**src/design/epsc_pkg.sv**
```systemverilog
// Constants and small tables for the epoch seconds to calendar converter.
// Holds the fixed-point reciprocals used for division by constants.
// Depends on nothing; imported by every module of the block but epsc_checker.
`default_nettype none

package epsc_pkg;

    localparam logic [31:0] SECS_PER_DAY  = 32'd86400;
    localparam logic [16:0] SECS_PER_HOUR = 17'd3600;
    localparam logic [11:0] SECS_PER_MIN  = 12'd60;
    localparam logic [15:0] DAYS_PER_WEEK = 16'd7;
    localparam logic [15:0] WDAY_OFFSET   = 16'd4;

    localparam logic [19:0] SHIFT_DAYS    = 20'd719468;
    localparam logic [19:0] ERA4_START    = 20'd584388;
    localparam logic [19:0] ERA5_START    = 20'd730485;
    localparam logic [17:0] DAYS_PER_CENT = 18'd36524;
    localparam logic [17:0] ERA_LAST_DAY  = 18'd146096;
    localparam logic [17:0] DAYS_PER_YEAR = 18'd365;

    localparam logic [11:0] YEAR_ERA4     = 12'd1600;
    localparam logic [11:0] YEAR_ERA5     = 12'd2000;
    localparam logic [11:0] YEAR_BASE     = 12'd1900;

    // Reciprocals: q = (x * RECIP) >> SHIFT, exact over the operand range used.
    localparam int unsigned DAY_SHIFT  = 35;
    localparam logic [25:0] DAY_RECIP  = 26'(((64'd1 << DAY_SHIFT) + 64'd674) / 64'd675);
    localparam int unsigned HOUR_SHIFT = 21;
    localparam logic [13:0] HOUR_RECIP = 14'(((64'd1 << HOUR_SHIFT) + 64'd224) / 64'd225);
    localparam int unsigned MIN_SHIFT  = 14;
    localparam logic [10:0] MIN_RECIP  = 11'(((64'd1 << MIN_SHIFT) + 64'd14) / 64'd15);
    localparam int unsigned WEEK_SHIFT = 19;
    localparam logic [16:0] WEEK_RECIP = 17'(((64'd1 << WEEK_SHIFT) + 64'd6) / 64'd7);
    localparam int unsigned QUAD_SHIFT = 25;
    localparam logic [16:0] QUAD_RECIP = 17'(((64'd1 << QUAD_SHIFT) + 64'd364) / 64'd365);
    localparam int unsigned YEAR_SHIFT = 27;
    localparam logic [18:0] YEAR_RECIP = 19'(((64'd1 << YEAR_SHIFT) + 64'd364) / 64'd365);
    localparam int unsigned MP_SHIFT   = 19;
    localparam logic [11:0] MP_RECIP   = 12'(((64'd1 << MP_SHIFT) + 64'd152) / 64'd153);

    // First day of each March-based month within the year.
    function automatic logic [8:0] month_start(input logic [3:0] mp);
        logic [8:0] d;
        unique case (mp)
            4'd0:    d = 9'd0;
            4'd1:    d = 9'd31;
            4'd2:    d = 9'd61;
            4'd3:    d = 9'd92;
            4'd4:    d = 9'd122;
            4'd5:    d = 9'd153;
            4'd6:    d = 9'd184;
            4'd7:    d = 9'd214;
            4'd8:    d = 9'd245;
            4'd9:    d = 9'd275;
            4'd10:   d = 9'd306;
            4'd11:   d = 9'd337;
            default: d = 9'd0;
        endcase
        return d;
    endfunction

endpackage

`default_nettype wire

```
**src/design/epoch_seconds_to_calendar_unit.sv**
```systemverilog
// Top level of the epoch seconds to calendar converter.
// Instantiates epsc_split, epsc_clock and epsc_date; uses epsc_pkg.
//
// Usage:
//   A word is offered on i_epoch_seconds with start high; it is taken at
//   every rising edge where start is high and busy is low. busy is always
//   low, so a new word may be taken in every cycle.
//   Each taken word gives one result word: o_done is high
//   for exactly one cycle and the calendar fields are valid in that cycle.
//   Results leave in the order the words were taken.
//   The date path sets the depth: two stages split seconds into days,
//   then seven stages for era, year of era, day of year and month.
//   Throughput is one word per cycle.
//   The receiver cannot hold results off; none is needed since the
//   pipeline never stalls.
//   A synchronous reset on i_rst_n clears all words in flight; no o_done
//   follows for them.
`default_nettype none

module epoch_seconds_to_calendar_unit import epsc_pkg::*; (
    input  logic        i_clk,
    input  logic        i_rst_n,
    input  logic        start,
    output logic        busy,
    input  logic [31:0] i_epoch_seconds,
    output logic        o_done,
    output logic [7:0]  o_year_offset,
    output logic [3:0]  o_month_index,
    output logic [4:0]  o_day_of_month,
    output logic [4:0]  o_hour_of_day,
    output logic [5:0]  o_minute_of_hour,
    output logic [5:0]  o_second_of_minute,
    output logic [2:0]  o_weekday
);

    localparam int unsigned LATENCY = 9;

    logic [LATENCY-1:0] r_vld;
    logic [LATENCY-1:0] n_vld;
    logic [15:0]        days;
    logic [16:0]        tod;

    assign busy  = 1'b0;
    assign n_vld = {r_vld[LATENCY-2:0], start & ~busy};

    always_ff @(posedge i_clk) begin
        if (!i_rst_n) begin
            r_vld <= '0;
        end else begin
            r_vld <= n_vld;
        end
    end

    assign o_done = r_vld[LATENCY-1];

    epsc_split u_split (
        .i_clk  (i_clk),
        .i_secs (i_epoch_seconds),
        .o_days (days),
        .o_tod  (tod)
    );

    epsc_clock u_clock (
        .i_clk     (i_clk),
        .i_days    (days),
        .i_tod     (tod),
        .o_hour    (o_hour_of_day),
        .o_minute  (o_minute_of_hour),
        .o_second  (o_second_of_minute),
        .o_weekday (o_weekday)
    );

    epsc_date u_date (
        .i_clk          (i_clk),
        .i_days         (days),
        .o_year_offset  (o_year_offset),
        .o_month_index  (o_month_index),
        .o_day_of_month (o_day_of_month)
    );

endmodule

`default_nettype wire

```
**src/design/epsc_split.sv**
```systemverilog
// Splits the seconds count into whole days and seconds within the day.
// Two register stages: reciprocal product, then quotient and remainder.
// Depends on epsc_pkg.
`default_nettype none

module epsc_split import epsc_pkg::*; (
    input  logic        i_clk,
    input  logic [31:0] i_secs,
    output logic [15:0] o_days,
    output logic [16:0] o_tod
);

    logic [50:0] r_prod;
    logic [50:0] n_prod;
    logic [31:0] r_secs;
    logic [15:0] r_days;
    logic [15:0] n_days;
    logic [16:0] r_tod;
    logic [16:0] n_tod;

    assign n_prod = 51'(i_secs[31:7]) * 51'(DAY_RECIP);
    assign n_days = r_prod[DAY_SHIFT +: 16];
    assign n_tod  = 17'(r_secs - 32'(n_days) * SECS_PER_DAY);

    always_ff @(posedge i_clk) begin
        r_prod <= n_prod;
        r_secs <= i_secs;
        r_days <= n_days;
        r_tod  <= n_tod;
    end

    assign o_days = r_days;
    assign o_tod  = r_tod;

endmodule

`default_nettype wire

```
**src/design/epsc_clock.sv**
```systemverilog
// Time of day and weekday pipeline, seven register stages deep.
// Four working stages followed by a short delay line to meet the date path.
// Depends on epsc_pkg.
`default_nettype none

module epsc_clock import epsc_pkg::*; (
    input  logic        i_clk,
    input  logic [15:0] i_days,
    input  logic [16:0] i_tod,
    output logic [4:0]  o_hour,
    output logic [5:0]  o_minute,
    output logic [5:0]  o_second,
    output logic [2:0]  o_weekday
);

    typedef struct packed {
        logic [4:0] hour;
        logic [5:0] minute;
        logic [5:0] second;
        logic [2:0] weekday;
    } t_clock;

    logic [26:0] r_ph;
    logic [26:0] n_ph;
    logic [32:0] r_pw;
    logic [32:0] n_pw;
    logic [16:0] r_tod;
    logic [15:0] r_wx;
    logic [15:0] n_wx;

    logic [4:0]  r_hour2;
    logic [4:0]  n_hour;
    logic [11:0] r_rem2;
    logic [11:0] n_rem;
    logic [2:0]  r_wday2;
    logic [2:0]  n_wday;

    logic [20:0] r_pm;
    logic [20:0] n_pm;
    logic [11:0] r_rem3;
    logic [4:0]  r_hour3;
    logic [2:0]  r_wday3;

    logic [5:0]  n_min;
    logic [5:0]  n_sec;
    t_clock      n_stage4;
    t_clock      r_dly [4];

    assign n_wx = 16'(i_days + WDAY_OFFSET);
    assign n_ph = 27'(i_tod[16:4]) * 27'(HOUR_RECIP);
    assign n_pw = 33'(n_wx) * 33'(WEEK_RECIP);

    assign n_hour = r_ph[HOUR_SHIFT +: 5];
    assign n_rem  = 12'(r_tod - 17'(n_hour) * SECS_PER_HOUR);
    assign n_wday = 3'(r_wx - 16'(r_pw[WEEK_SHIFT +: 14]) * DAYS_PER_WEEK);

    assign n_pm = 21'(r_rem2[11:2]) * 21'(MIN_RECIP);

    assign n_min = r_pm[MIN_SHIFT +: 6];
    assign n_sec = 6'(r_rem3 - 12'(n_min) * SECS_PER_MIN);

    always_comb begin
        n_stage4.hour    = r_hour3;
        n_stage4.minute  = n_min;
        n_stage4.second  = n_sec;
        n_stage4.weekday = r_wday3;
    end

    always_ff @(posedge i_clk) begin
        r_ph    <= n_ph;
        r_pw    <= n_pw;
        r_tod   <= i_tod;
        r_wx    <= n_wx;
        r_hour2 <= n_hour;
        r_rem2  <= n_rem;
        r_wday2 <= n_wday;
        r_pm    <= n_pm;
        r_rem3  <= r_rem2;
        r_hour3 <= r_hour2;
        r_wday3 <= r_wday2;
        r_dly[0] <= n_stage4;
        r_dly[1] <= r_dly[0];
        r_dly[2] <= r_dly[1];
        r_dly[3] <= r_dly[2];
    end

    assign o_hour    = r_dly[3].hour;
    assign o_minute  = r_dly[3].minute;
    assign o_second  = r_dly[3].second;
    assign o_weekday = r_dly[3].weekday;

endmodule

`default_nettype wire

```
**src/design/epsc_date.sv**
```systemverilog
// Civil date pipeline: day count to year, month and day, seven stages deep.
// Era, day of era, year of era, day of year and month each get a stage.
// Depends on epsc_pkg.
`default_nettype none

module epsc_date import epsc_pkg::*; (
    input  logic        i_clk,
    input  logic [15:0] i_days,
    output logic [7:0]  o_year_offset,
    output logic [3:0]  o_month_index,
    output logic [4:0]  o_day_of_month
);

    logic [19:0] n_z;
    logic        n_era5;
    logic [17:0] n_doe;
    logic        r_era5_1;
    logic [17:0] r_doe1;

    logic [32:0] r_pq;
    logic [32:0] n_pq;
    logic [2:0]  r_cent;
    logic [2:0]  n_cent;
    logic        r_last;
    logic        r_era5_2;
    logic [17:0] r_doe2;

    logic [17:0] r_t;
    logic [17:0] n_t;
    logic        r_era5_3;
    logic [17:0] r_doe3;

    logic [36:0] r_py;
    logic [36:0] n_py;
    logic        r_era5_4;
    logic [17:0] r_doe4;

    logic [8:0]  n_yoe;
    logic [1:0]  n_c100;
    logic [17:0] n_base;
    logic [8:0]  r_doy5;
    logic [8:0]  n_doy;
    logic [8:0]  r_yoe5;
    logic        r_era5_5;

    logic [10:0] n_v;
    logic [22:0] r_pmp;
    logic [22:0] n_pmp;
    logic [8:0]  r_doy6;
    logic [8:0]  r_yoe6;
    logic        r_era5_6;

    logic [3:0]  n_mp;
    logic        n_wrap;
    logic [11:0] n_year;
    logic [7:0]  r_year_offset;
    logic [3:0]  r_month_index;
    logic [4:0]  r_day_of_month;

    // The 32-bit input range keeps the shifted day count in era 4 or 5.
    assign n_z    = 20'(i_days) + SHIFT_DAYS;
    assign n_era5 = (n_z >= ERA5_START);
    assign n_doe  = 18'(n_z - (n_era5 ? ERA5_START : ERA4_START));

    assign n_pq   = 33'(r_doe1[17:2]) * 33'(QUAD_RECIP);
    assign n_cent = 3'(r_doe1 >= DAYS_PER_CENT) + 3'(r_doe1 >= 18'(2 * DAYS_PER_CENT))
                  + 3'(r_doe1 >= 18'(3 * DAYS_PER_CENT)) + 3'(r_doe1 >= ERA_LAST_DAY);

    assign n_t  = 18'(r_doe2 - 18'(r_pq[QUAD_SHIFT +: 8]) + 18'(r_cent) - 18'(r_last));

    assign n_py = 37'(r_t) * 37'(YEAR_RECIP);

    assign n_yoe  = r_py[YEAR_SHIFT +: 9];
    assign n_c100 = 2'(n_yoe >= 9'd100) + 2'(n_yoe >= 9'd200) + 2'(n_yoe >= 9'd300);
    assign n_base = 18'(n_yoe) * DAYS_PER_YEAR + 18'(n_yoe[8:2]) - 18'(n_c100);
    assign n_doy  = 9'(r_doe4 - n_base);

    assign n_v   = 11'(r_doy5) * 11'd5 + 11'd2;
    assign n_pmp = 23'(n_v) * 23'(MP_RECIP);

    assign n_mp   = r_pmp[MP_SHIFT +: 4];
    assign n_wrap = (n_mp >= 4'd10);
    assign n_year = 12'(r_yoe6) + (r_era5_6 ? YEAR_ERA5 : YEAR_ERA4) + 12'(n_wrap) - YEAR_BASE;

    always_ff @(posedge i_clk) begin
        r_era5_1 <= n_era5;
        r_doe1   <= n_doe;

        r_pq     <= n_pq;
        r_cent   <= n_cent;
        r_last   <= (r_doe1 == ERA_LAST_DAY);
        r_era5_2 <= r_era5_1;
        r_doe2   <= r_doe1;

        r_t      <= n_t;
        r_era5_3 <= r_era5_2;
        r_doe3   <= r_doe2;

        r_py     <= n_py;
        r_era5_4 <= r_era5_3;
        r_doe4   <= r_doe3;

        r_doy5   <= n_doy;
        r_yoe5   <= n_yoe;
        r_era5_5 <= r_era5_4;

        r_pmp    <= n_pmp;
        r_doy6   <= r_doy5;
        r_yoe6   <= r_yoe5;
        r_era5_6 <= r_era5_5;

        r_year_offset  <= n_year[7:0];
        r_month_index  <= n_wrap ? 4'(n_mp - 4'd10) : 4'(n_mp + 4'd2);
        r_day_of_month <= 5'(r_doy6 - month_start(n_mp) + 9'd1);
    end

    assign o_year_offset  = r_year_offset;
    assign o_month_index  = r_month_index;
    assign o_day_of_month = r_day_of_month;

endmodule

`default_nettype wire

```
**config.mk**
```make
export PLATFORM = sky130hd
export DESIGN_NAME = epoch_seconds_to_calendar_unit
export DESIGN_NICKNAME = d
export VERILOG_FILES = /design/src/design/epsc_pkg.sv /design/src/design/epoch_seconds_to_calendar_unit.sv /design/src/design/epsc_split.sv /design/src/design/epsc_clock.sv /design/src/design/epsc_date.sv
export SDC_FILE = /design/constraint.sdc
export NUM_CORES = 2
export LEC_CHECK = 0
export BUFFER_PORTS_ARGS = -buffer_cell sky130_fd_sc_hd__buf_2
export CAP_MARGIN = 30
export CORE_MARGIN = 8
export CORE_UTILIZATION = 30
export CTS_CLUSTER_DIAMETER = 50
export DETAILED_ROUTE_END_ITERATION = 10
export PLACE_DENSITY_LB_ADDON = 0.3
export SKIP_LAST_GASP = 1
export SLEW_MARGIN = 25
export SYNTH_ARGS = -nofsm -noshare
export SYNTH_HDL_FRONTEND = slang
export SYNTH_HIERARCHICAL = 1
export SYNTH_SLANG_ARGS = --single-unit
```
**constraint.sdc**
```tcl
create_clock -name i_clk -period 9.7 [get_ports i_clk]
set_clock_uncertainty 0.15 [all_clocks]
set_input_delay 2.425 -clock i_clk [delete_from_list [all_inputs] [get_ports i_clk]]
set_output_delay 2.425 -clock i_clk [all_outputs]
set_load 0.03 [all_outputs]
```
Word-level counts from Yosys, hierarchy flattened. Memory sizes are Yosys's and may differ from the RTL's. A register that Yosys moved wholly into a read port is not among the register bits. Cells that the tools add are included.

Register bits: 455. Memory bits (writable): 80. ROM bits: 144. Output and inout port bits: 39. Memories kept: 2.

Memory list: (name not given) (words 16, width 9, rd ports 1, clocked after memory_dff 1, wr ports 0, line epsc_pkg.sv:44) `unique case (mp)`; u_clock.r_dly (words 4, width 20, rd ports 4, clocked after memory_dff 0, wr ports 4, line epsc_clock.sv:47) `t_clock r_dly [4];`.

Add/sub/neg operators: 26. Multipliers: 13. Magnitude comparators: 9. Eq/ne operators: 1. Mux-type cells: 3.

Operator list (count): $mul A25 B26 Y51 const B (1); $ge A18 B17 Y1 const B (2); $mul A16 B17 Y33 const B (1); $mul A18 B16 Y33 const B (1); $mul A16 B16 Y32 const B (1); $mul A13 B14 Y26 const B (1); $mul A11 B12 Y23 const B (1); $add A16 B20 Y20 const B (1); $ge A20 B20 Y1 const B (1); $mul A10 B11 Y20 const B (1); $add A18 B3 Y18 (1); $eq A18 B18 Y1 const B (1); $ge A18 B16 Y1 const B (1); $ge A18 B18 Y1 const B (1); $mux W18 (1); $sub A18 B1 Y18 (1); $sub A18 B18 Y18 (1); $sub A18 B8 Y18 (1); $sub A17 B17 Y17 (1); $add A16 B3 Y16 const B (1); $mul A16 B10 Y10 const B (1); $mul A14 B3 Y3 const B (1); $sub A12 B12 Y12 (1); $add A11 B2 Y11 const B (1); 25 further kinds (27).

Logic depth before layout (Yosys ltp).
Depth in word-level cells: 5. Mapped depth: 29. Mapped depth without buffers: 29.

Cells and area by module. The synthesis kept the hierarchy.

By module, submodules not included: epsc_date (instances 1, cells each 1909, area each 19784.0 um^2); epsc_split (instances 1, cells each 1211, area each 12288.0 um^2); epsc_clock (instances 1, cells each 841, area each 9315.2 um^2); epoch_seconds_to_calendar_unit (instances 1, cells each 20, area each 247.7 um^2).

Worst setup path after synthesis. OpenSTA, ideal clock, no wires.

Path kind: in2reg. Start point: input i_epoch_seconds[23]. End point: register u_split.r_prod[45]. Library setup time: 0.114 ns. Data arrival time: 7.747 ns. Setup slack: 1.689 ns. Stages: 18. Buffers on the path: 0. Cells stage by stage: fa_1 ha_1 fa_1 fa_1 fa_1 fa_1 inv_1 fa_1 inv_1 ha_1 a21oi_1 nor2b_1 o21a_1 a2111o_1 a211oi_2 o21ai_2 mux2i_1 a2111oi_0.

Word-level cells in the longest chain between the ends: 1.

Ends and longest elaborated chain: start, declared (line epoch_seconds_to_calendar_unit.sv:25) `input logic [31:0] i_epoch_seconds,`; $mul A25 B26 Y51 (line epsc_split.sv:21) `assign n_prod = 51'(i_secs[31:7]) * 51'(DAY_RECIP);`; net u_split.n_prod[45] (line epsc_split.sv:14) `logic [50:0] n_prod;`; end signal, assigned (line epsc_split.sv:26) `r_prod <= n_prod;`; end, declared (line epsc_split.sv:13) `logic [50:0] r_prod;`.

The timed path passes the listed nets, and every way through them passes these cells. A chain may end at the register's enable or synchronous reset.

Final worst setup path.
Start point: input i_epoch_seconds[12]. End point: register u_split.r_prod[49].

The elaborated chain is that of the path after synthesis.

==> summary.txt <==
Synth
  – Post-synth EDFFs: 0
  – Avg Cell Area, Syn: 10.5 um^2
  – Top cell type's share of synthesized area: 31.7%
  – Prevailing post-synth register cell: dfxtp_1
  – Asr flop ratio synth: 0%
  – Mapped Cells: 3981
  – Register area share after synthesis: about 18%
  – Syn_nets: roughly 5600
  – Yosys reg bits: 373
  – Netlist cell types: around 90
  – Netlist Area Pre-Place: 41600 um^2
  – Post-synth top area cell: ha_1
  – Top cells by area, synth: ha_1 (32%), fa_1 (25%), dfxtp_1 (18%)
  – Synthesis warning total: 6

Setup path
  – Critical Path Most Common Cell: inv_1
  – Required time worst endpoint: 10.05 ns
  – CP Buf/Inv Count: 7
  – R2R Path Start: u_date/r_doy5[1]$_DFF_P_
  – Slowest stage cell, crit path: fa_1
  – Reg2reg path depth: 25
  – CP max stage delay: between 0.5 and 0.6 ns
  – Crit-path max FO: 12
  – Worst EP arrival: between 8 and 9 ns
  – Worst setup SP type: input pin
  – Critical Path Stages: 23
  – Critical path launch point: i_epoch_seconds[12]
  – WS Path Type: input pin to flip-flop
  – Top delay family on crit path: adder cells
  – CP endpoint kind: flip-flop
  – Worst-path cell chain: buf_2 -> inv_1 -> ha_1 -> inv_1 -> fa_1 -> ha_1 -> inv_1 -> fa_1 -> inv_1 -> fa_1 -> fa_1 -> inv_1 -> fa_1 -> inv_1 -> ha_1 -> and4_4 -> and2_2 -> a221o_2 -> o21ai_1 -> a311oi_2 -> a21oi_1 -> o21bai_2 -> xor2_1

Min path
  – Min-delay src: u_split/r_prod[46]$_DFF_P_
  – Worst min path class: flip-flop to flip-flop
  – Hold Crit Depth: 0

STA
  – Final min period: 8.04 ns
  – Max Clk Rate: 0.124 GHz
  – Count of pins over their slew limit: 0
  – Final hold slack: ~0.17 ns
  – Slew headroom: 38.9%
  – Tcrit/Tclk final: 82.9%
  – PnR worst setup slack: 1.66 ns
  – RSZ-0062 raised after global routing: no
  – Final setup vio count: 0
  – Actual slew at the worst max-slew pin: 0.894 ns
  – Final TNS setup: 0 ns
  – Final Hold Viols: 0

Clocking
  – H-tree depth: 2
  – Root Driver: clkbuf_16
  – Post CTS Setup Buffer Count: 0
  – Worst-skew pair later-pin latency: 0.64 ns
  – Hold_buf cts: 0
  – Clk sinks: 373
  – CTS tree: built
  – Clock Tree Buf Depth: 3
  – Post_cts resized: 0
  – Cts bufs inserted: 55
  – Clock slew at reported path FFs: 0.06 ns

Placement
  – DP Worst Slack: 1.02 ns
  – Gpl congestion: 0.862
  – Post-DP HPWL: between 70000 and 80000 um
  – I/O Buffers: 72

Cells and area
  – Seq. cell area: 7470 um^2
  – Area of the multi-input gates: approximately 30000 um^2
  – Most common cell after layout, fill and taps aside: inv_1
  – Layout Nets: 5731
  – Layout cells sized above 1: 5.46%
  – Fillers: approximately 14000
  – Commonest non-fill, non-tap cells in the layout: inv_1 (1057), ha_1 (1054), fa_1 (527)
  – Antenna Cells: 0
  – Area delta synth->final: 10.8%

Floorplan
  – Initial core utilization: ~30%
  – Die Area: 151000 um^2
  – Die Y: 389 um
  – Die width: 389 um
  – Std-Cell Core Area: 138000 um^2
  – Rows: 136
  – Top-Level Pins: 74

Status
  – Status: finished, final reports clean

GRT
  – First-pass GRT wire length: 143000 um
  – Congestion Overflow GR: 0
  – Vias in the first global route: 27500
  – Total GRT Usage: 11.6%
  – Largest net degree at the start of global routing: 15
  – Initial antenna violation count: 3

Route
  – Drt wl/cell: 14.4 um
  – Final wirelength: around 86000 um
  – Via density per instance: between 4 and 5
  – 1st-pass router iterations: 6
  – DRT iter0 DRCs: 802
  – Post-route ant nets: 0
  – DRC: 0
  – Vias after detailed routing: 25700

Flow run
  – MaxCap Viol Count: 0
-- sequential cells by signal (all words and copies together), names as in the netlist, 12 cells and up, named ones only --
name,count
u_split/r_secs,17
u_clock/r_dly,80
u_date/r_t,18
u_split/r_prod,16
u_split/o_tod,17
u_clock/r_rem2,12
u_date/r_doe1,18
u_split/o_days,16
u_date/r_doe2,18
-- cell usage after synthesis, drive strengths merged, types with 25 or more instances --
library cell,n
xnor2,147
nor2,75
ha,1054
fa,527
xor2,45
a21oi,113
o21ai,70
nand2,91
a21o,45
inv,1058
nor3,25
dfxtp,373
nand3,40
-- layer usage --
layer / part of all wire, % / GRT usage, % / up-vias
met5: 0 / 0 / -
met4: 2.4 / 2.89 / 0
met3: 3.0 / 1.71 / 104
met2: 47 / 19.9 / 264
met1: 47 / 15.2 / 12400
li1: - / - / 13000
-- stage by stage --
stage / cells / cell area [um^2] / utilization (%)
6_report: 5953 / 46100 / 33.5
5_1_grt: 5953 / 46100 / 33.5
4_1_cts: 5952 / 46100 / 33.5
3_5_place_dp: 5851 / 44200 / 32.1
3_3_place_gp: 5851 / 44200 / 32.1
2_1_floorplan: 3981 / 41600 / -
-- final cells by class --
| cell class | instances | share of cell area, % |
|---|---|---|
| clock inverters | 39 | 0.947 |
| flip-flops and latches | 373 | 16.2 |
| multi-input cells | 2544 | 65.3 |
| clock buffers | 62 | 3.15 |
| well taps | 1794 | 4.87 |
| repair buffers | 83 | 0.960 |
| inverters | 1058 | 8.61 |
-- cells by family after synthesis --
kind of cell	share of synthesized area, %
adder cells (fa/ha/maj)	57.0
AND/OR/NAND/NOR	4.36
multiplexers	0.0721
XOR/XNOR	4.14
AO/OA/AOI/OAI	6.73
buffers and inverters	9.73
flip-flops	17.9
other	0.00901
-- worst paths after layout --
path                            slack [ns]                          to
worst max-delay path                  1.66  u_split/r_prod[49]$_DFF_P_
worst min-delay path                  0.17  u_split/o_days[11]$_DFF_P_
worst max register to register        2.11                   flip-flop
worst min register to register        0.17  u_split/o_days[11]$_DFF_P_
Power is left out: the tool's default activity adds up to more than one toggle a clock period on the data nets, which glitch-free logic cannot reach.
